[src/m3i_pkg.sv]
// Shared widths, types and cofactor index table for the 3x3 matrix inverse unit.
`timescale 1ns / 1ps
`default_nettype none
package m3i_pkg;

   // Element format: signed Q16.16
   localparam int ELEM_W     = 32;
   localparam int FRAC_W     = 16;
   localparam int NUM_ELEMS  = 9;

   // Exact intermediate widths
   localparam int PROD_W     = 2 * ELEM_W;             // element by element
   localparam int ADJ_W      = PROD_W + 1;             // difference of two products
   localparam int HALF_W     = ADJ_W - ELEM_W;         // upper part of a cofactor
   localparam int PART_W     = ELEM_W + HALF_W;        // partial product of the determinant
   localparam int DET_W      = ELEM_W + ADJ_W + 2;     // sum of three terms
   localparam int DMAG_W     = DET_W - 1;              // determinant magnitude
   localparam int NUM_W      = ADJ_W + 2 * FRAC_W;     // scaled cofactor magnitude
   localparam int QBITS      = ELEM_W;                 // quotient bits worked out
   localparam int DIV_W      = DMAG_W + QBITS;         // comparison width in the divider
   localparam int DIV_STAGES = QBITS;

   typedef logic [NUM_ELEMS-1:0][ELEM_W-1:0] m3i_mat_type;

   // Work handed from the front end to the divider
   typedef struct packed {
      logic [NUM_ELEMS-1:0][ADJ_W-1:0] amag;
      logic [NUM_ELEMS-1:0]            neg;
      logic [DMAG_W-1:0]               dmag;
      logic                            singular;
   } m3i_job_type;

   typedef struct packed {
      m3i_mat_type elem;
      logic        overflow;
      logic        singular;
   } m3i_result_type;

   // Element indices (row * 3 + column) of the two products of each cofactor
   typedef logic [3:0] m3i_idx_type;
   localparam m3i_idx_type COF_IDX [NUM_ELEMS][4] = '{
      '{4'd4, 4'd8, 4'd5, 4'd7},
      '{4'd2, 4'd7, 4'd1, 4'd8},
      '{4'd1, 4'd5, 4'd2, 4'd4},
      '{4'd5, 4'd6, 4'd3, 4'd8},
      '{4'd0, 4'd8, 4'd2, 4'd6},
      '{4'd2, 4'd3, 4'd0, 4'd5},
      '{4'd3, 4'd7, 4'd4, 4'd6},
      '{4'd1, 4'd6, 4'd0, 4'd7},
      '{4'd0, 4'd4, 4'd1, 4'd3}
   };

endpackage
`default_nettype wire

[src/m3i_queue.sv]
// Two-entry queue that decouples the front end from the divider.
`timescale 1ns / 1ps
`default_nettype none
module m3i_queue import m3i_pkg::*; (
   input  wire logic        clock,
   input  wire logic        reset,
   input  wire logic        push_valid,
   output logic             push_ready,
   input  wire m3i_job_type push_job,
   output logic             pop_valid,
   input  wire logic        pop_ready,
   output m3i_job_type      pop_job
);

   m3i_job_type entry_ff [2];
   logic        wr_ptr_ff, rd_ptr_ff;
   logic [1:0]  count_ff;
   logic        push, pop;

   assign push_ready = (count_ff != 2'd2);
   assign pop_valid  = (count_ff != 2'd0);
   assign pop_job    = entry_ff[rd_ptr_ff];
   assign push       = push_valid && push_ready;
   assign pop        = pop_valid && pop_ready;

   // Pointers and fill level
   always_ff @(posedge clock) begin
      if (reset) begin
         wr_ptr_ff <= 1'b0;
         rd_ptr_ff <= 1'b0;
         count_ff  <= 2'd0;
      end else begin
         if (push) wr_ptr_ff <= !wr_ptr_ff;
         if (pop)  rd_ptr_ff <= !rd_ptr_ff;
         count_ff <= count_ff + 2'(push) - 2'(pop);
      end
   end

   // Storage
   always_ff @(posedge clock) begin
      if (push) begin
         entry_ff[wr_ptr_ff] <= push_job;
      end
   end

endmodule
`default_nettype wire

[config.mk]
export PLATFORM = sky130hd
export DESIGN_NAME = m3i_queue
export DESIGN_NICKNAME = d
export VERILOG_FILES = /design/src/m3i_pkg.sv /design/src/m3i_queue.sv
export SDC_FILE = /design/constraint.sdc
export NUM_CORES = 1
export LEC_CHECK = 0
export ABC_AREA = 1
export ABC_CLOCK_PERIOD_IN_PS = 59500
export BUFFER_PORTS_ARGS = -buffer_cell sky130_fd_sc_hd__buf_2
export CORE_AREA = 2 2 541 543
export DETAILED_ROUTE_END_ITERATION = 8
export DIE_AREA = 0 0 543 545
export PLACE_DENSITY = 0.31
export SETUP_SLACK_MARGIN = 0.5
export SLEW_MARGIN = 20
export SYNTH_ARGS = -nofsm -noshare
export SYNTH_HDL_FRONTEND = slang
export SYNTH_SLANG_ARGS = --single-unit
export TNS_END_PERCENT = 20
[constraint.sdc]
create_clock -name clock -period 59.5 [get_ports clock]
set_clock_uncertainty 0.2 [all_clocks]
set_input_delay 2.975 -clock clock [delete_from_list [all_inputs] [get_ports clock]]
set_output_delay 2.975 -clock clock [all_outputs]
set_load 0.02 [all_outputs]
### Word-level counts from Yosys, hierarchy flattened

Memory sizes are Yosys's and may differ from the RTL's. A register that Yosys moved wholly into a read port is not among the register bits.
Index checks and enable logic that the tools add are counted.

| cells by class | value |
|---|---|
| $add $sub $neg | 2 |
| equality and inequality tests | 1 |
| muxes and demuxes | 4 |
| reductions and logical operators | 5 |

Operators by type and width:

| operator | number |
|---|---|
| $mux 1 | 4 |
| $add 2x1->2 | 1 |
| $logic_and 1x1->1 | 2 |
| $logic_not 1->1 | 2 |
| $ne 2x2->1 const B | 1 |
| $reduce_bool 2->1 | 1 |
| $sub 2x1->2 | 1 |

| storage, ports and cells | value |
|---|---|
| flip-flop bits (word level) | 4 |
| RAM bits | 1386 |
| input port bits | 697 |
| logic and storage cells | 16 |
| memories kept | 1 |

Memory list:

| memory | words | width | read ports | clocked after Yosys merged registers in | write ports | line | RTL |
|---|---|---|---|---|---|---|---|
| entry_ff | 2 | 693 | 1 | 1 | 1 | m3i_queue.sv:15 | `m3i_job_type entry_ff [2];` |

### Depth between registers and ports, before layout

| depth | value |
|---|---|
| depth in word-level cells | 4 |
| gate-level depth with buffers | 11 |

### Least setup slack after synthesis

OpenSTA, ideal clock, no wires.

| timing path | value |
|---|---|
| kind | in2reg |
| start | input push_valid |
| end | memory entry_ff[1][0] (netlist name), enable pin |
| setup time | 1.774 ns |
| arrival | 31.781 ns |
| path slack | 25.745 ns |
| stages | 2 |
| buffers on the path | 0 |
| path through | nand2_1 nor2_1 |

| on the way | value |
|---|---|
| longest elaborated chain between the ends | 3 |

Ends and longest elaborated chain:

| what | line | RTL |
|---|---|---|
| start: declaration | m3i_queue.sv:7 | `input wire logic push_valid,` |
| $logic_and 1x1->1 | m3i_queue.sv:23 | `assign push = push_valid && push_ready;` |
| $mux 1 | m3i_queue.sv:41 | `if (push) begin` |
| $mux 1 (not written as such) | m3i_queue.sv:42 | `entry_ff[wr_ptr_ff] <= push_job;` |
| end: declaration | m3i_queue.sv:15 |  |

Every way passes these cells.

### Worst setup path after layout

| timing path | value |
|---|---|
| start | input push_valid |
| end | memory entry_ff[1][155] (netlist name), enable pin |

Same word-level chain as after synthesis.

==> results.py <==
metrics = {
    "pwr": {
        "netSwitchingPower_uw": 991,
        "combPwrFrac": 0.263,
        "peakVddDrop_uv": 18.6,
        "power_frac_seq": 0.412,
        "powerDensity_nw_per_um2": 45.9,
        "internal_power_mw": 2.09,
        "clockPowerShare": 0.324,
        "power_leakage_nw": 23.8,
        "swShare": 0.321,
    },
    "floorplan": {
        "die_width_um": 543,
        "core.rowCount": 198,
        "core_area_um2": 290000,
        "initial_utilization": 0.174,
        "dieArea_um2": 296000,
        "die_h_um": 545,
        "ios": 1392,
    },
    "place": {
        "dp_hpwl_um": 139000,
        "portBuffers": 1391,
        "place_inst": 7439,
        "gp_congestion": 0.761,
    },
    "clock_network": {
        "root_buffer": "clkbuf_16",
        "h-tree-depth": 4,
        "clk_latency_ns": 0.81,
        "cts_made_buffers": 175,
        "cts_hold_repair.buffers": 0,
        "clock_path_buffers": 4,
        "cts_tree": "done",
        "cts_resized": 0,
        "cts_sinks": 1391,
        "post-cts-setup-buffer-count": 0,
        "clkTransAtPathRegs_ns": 0.05,
    },
    "critical_path": {
        "cp_max_fo": 66,
        "worst_path_most_repeated_cell": "buf_4",
        "reg2reg_from": "count_ff[0]",
        "worstPathRequired_ns": 59.74,
        "rrSetupSlack_ns": 52.14,
        "slowest_delay_ns": 0.88,
        "critPathKind": "primary input to flip-flop",
        "path_cells": "buf_2 > nand2_1 > nor2_4 > buf_4 > buf_4 > buf_4 > buf_4 > buf_4 > buf_4 > buf_4",
        "r2r-end": "entry_ff[1][155]",
        "cp_top_family": "buffers and inverters",
        "end_kind": "flip-flop",
        "slowest_stage": "buf_4",
        "arrival_ns": 9.36,
        "critPathBufInv": 8,
        "worstSetupStartpointType": "primary input",
        "rr_worst_depth": 11,
    },
    "logic_synthesis": {
        "yosysTopAreaCellShare": 0.823,
        "synth_top_cell_by_area": "edfxtp_1",
        "ys_seq_area_frac": 0.825,
        "synth_area_um2": 50600,
        "ys_warn_count": 0,
        "synth_fp_nets": 2890,
        "syn_inst": 2192,
        "avgSynthCellArea_um2": 23.1,
        "synth_seq_cells": 1391,
        "ys_types": 14,
        "ys_top_cells_by_area": "edfxtp_1, mux2_2, buf_6, clkbuf_8, dfxtp_1",
    },
    "routing": {
        "dr.pass1.iters": 5,
        "drtAntennaViolNets": 0,
        "highest_layer": "met5",
        "met3_wirelength_um": 24600,
        "viasPerCell": 3.51,
        "wl_met2_um": 88900,
        "route.detailed.drc": 0,
        "drt-met1-wl_um": 68700,
        "drt_iter0_drc": 1445,
        "num_vias": 27400,
        "wl_um": 188000,
        "wl_per_cell_um": 24.1,
    },
    "grt": {
        "grt_pass1_vias": 28400,
        "antenna_found_initial": 205,
        "overflow": 0,
        "grt_max_degree": 138,
        "grt_pass1_wl_um": 244000,
        "globalRouteTotalUtil": 0.121,
    },
    "final_layout": {
        "fin_cells": 7805,
        "final_common_cell": "buf_2",
        "nets": 4414,
        "area_growth_pct": 33.0,
        "nFillCells": 30400,
        "drive_gt1_frac": 0.606,
        "final_cell_mix": "buf_2, edfxtp_1, mux2_2, clkbuf_16, clkbuf_1",
        "postLayoutCoreUtil": 0.232,
    },
    "min_path": {
        "hold_class": "flip-flop to flip-flop",
        "hp-start": "rd_ptr_ff",
        "holdPathStages": 2,
        "hold_end": "rd_ptr_ff",
    },
    "sta": {
        "hold_violations": 0,
        "final-setup-viol-count": 0,
        "relSlewSlack": 0.299,
        "max_freq_ghz": 0.110,
        "finalCriticalPeriod_ns": 9.12,
        "setup-tns-final_ns": 0,
        "whs_ns": 0.309,
        "min_period_over_period": 0.153,
        "rsz0062_at_grt": "no",
        "tightest_slew_ns": 1.05,
        "maxSlewViolCount": 0,
    },
    "outcome": {
        "status": "finished clean",
    },
    "flow_run": {
        "cap_violations": 0,
    },
}
## how the worst max path moves through the flow
stage / cells past startpoint / start / to / slack [ns]
2_1_floorplan: 2 / push_valid / entry_ff[1][0] / 25.75
3_3_place_gp: 10 / push_valid / entry_ff[1][162] / 49.17
3_5_place_dp: 10 / push_valid / entry_ff[1][155] / 49.19
4_1_cts: 10 / push_valid / entry_ff[1][132] / 50.12
5_1_grt: 10 / push_valid / entry_ff[1][202] / 49.80
6_report: 10 / push_valid / entry_ff[1][155] / 50.38
## synthesized netlist by cell type, drive strengths merged
| cell type | count |
|---|---|
| xnor2 | 1 |
| buf | 47 |
| nor2 | 9 |
| ha | 1 |
| dfxtp | 5 |
| inv | 8 |
| clkbuf | 30 |
| edfxtp | 1386 |
| nand2 | 8 |
| nand3 | 1 |
| a21oi | 2 |
| mux2 | 693 |
| nor3 | 1 |
## cell type report
cell class,instances,area [µm²],share of cell area
sequential,1391,41700,0.620
inverter,8,30.0,0.000446
clock buffer,236,4710,0.0701
clock inverter,75,588,0.00874
antenna,55,138,0.00205
tap,3900,4880,0.0725
timing repair buffer,1424,7280,0.108
multi-input combinational,716,7920,0.118
## per-layer routing
metal	vias to the layer above	global-route usage
met1	13500	0.128
met3	522	0.0732
met4	158	0.0328
met5	-	0
li1	12000	-
met2	1282	0.200
## state kept, by name (all words and copies together) (netlist names), named ones only
| name | cells |
|---|---|
| entry_ff | 1386 |
| count_ff | 2 |
| rd_ptr_ff | 1 |
| wr_ptr_ff | 1 |
## worst reg2reg max path: stages, from the launching register on
cell and delay [ns]:
dfxtp_1 0.35, inv_1 0.05, nand2_1 0.10, nand2_1 0.20, nor2_4 0.50, buf_4 0.71
buf_4 0.91, buf_4 0.77, buf_4 0.79, buf_4 0.82, buf_4 0.82, buf_4 0.75
## power groups by stage
stage / registers, mW / logic, mW / clock network, mW
final: 1.27 / 0.812 / 1.00
after global routing: 1.29 / 0.870 / 1.08
after CTS: 1.27 / 0.848 / 1.05
after detailed placement: 1.29 / 0.845 / 0
after global placement: 1.29 / 0.849 / 0
after floorplan: 1.47 / 0.501 / 0
## kinds of logic after synthesis
group,synth area share
adder cells (fa/ha/maj),0.000247
XOR/XNOR,0.000173
flip-flops,0.825
multiplexers,0.154
AO/OA/AOI/OAI,0.000198
buffers and inverters,0.0190
AND/OR/NAND/NOR,0.00146
## stage by stage
step	worst slack, ns	area [µm²]	total power, mW
after global placement	49.17	61800	2.14
after detailed placement	49.19	61800	2.14
after CTS	50.12	67100	3.17
after global routing	49.80	67200	3.24
after floorplan	25.75	50600	1.97
final	50.38	67300	3.09
Power figures use the tool's default switching activity.
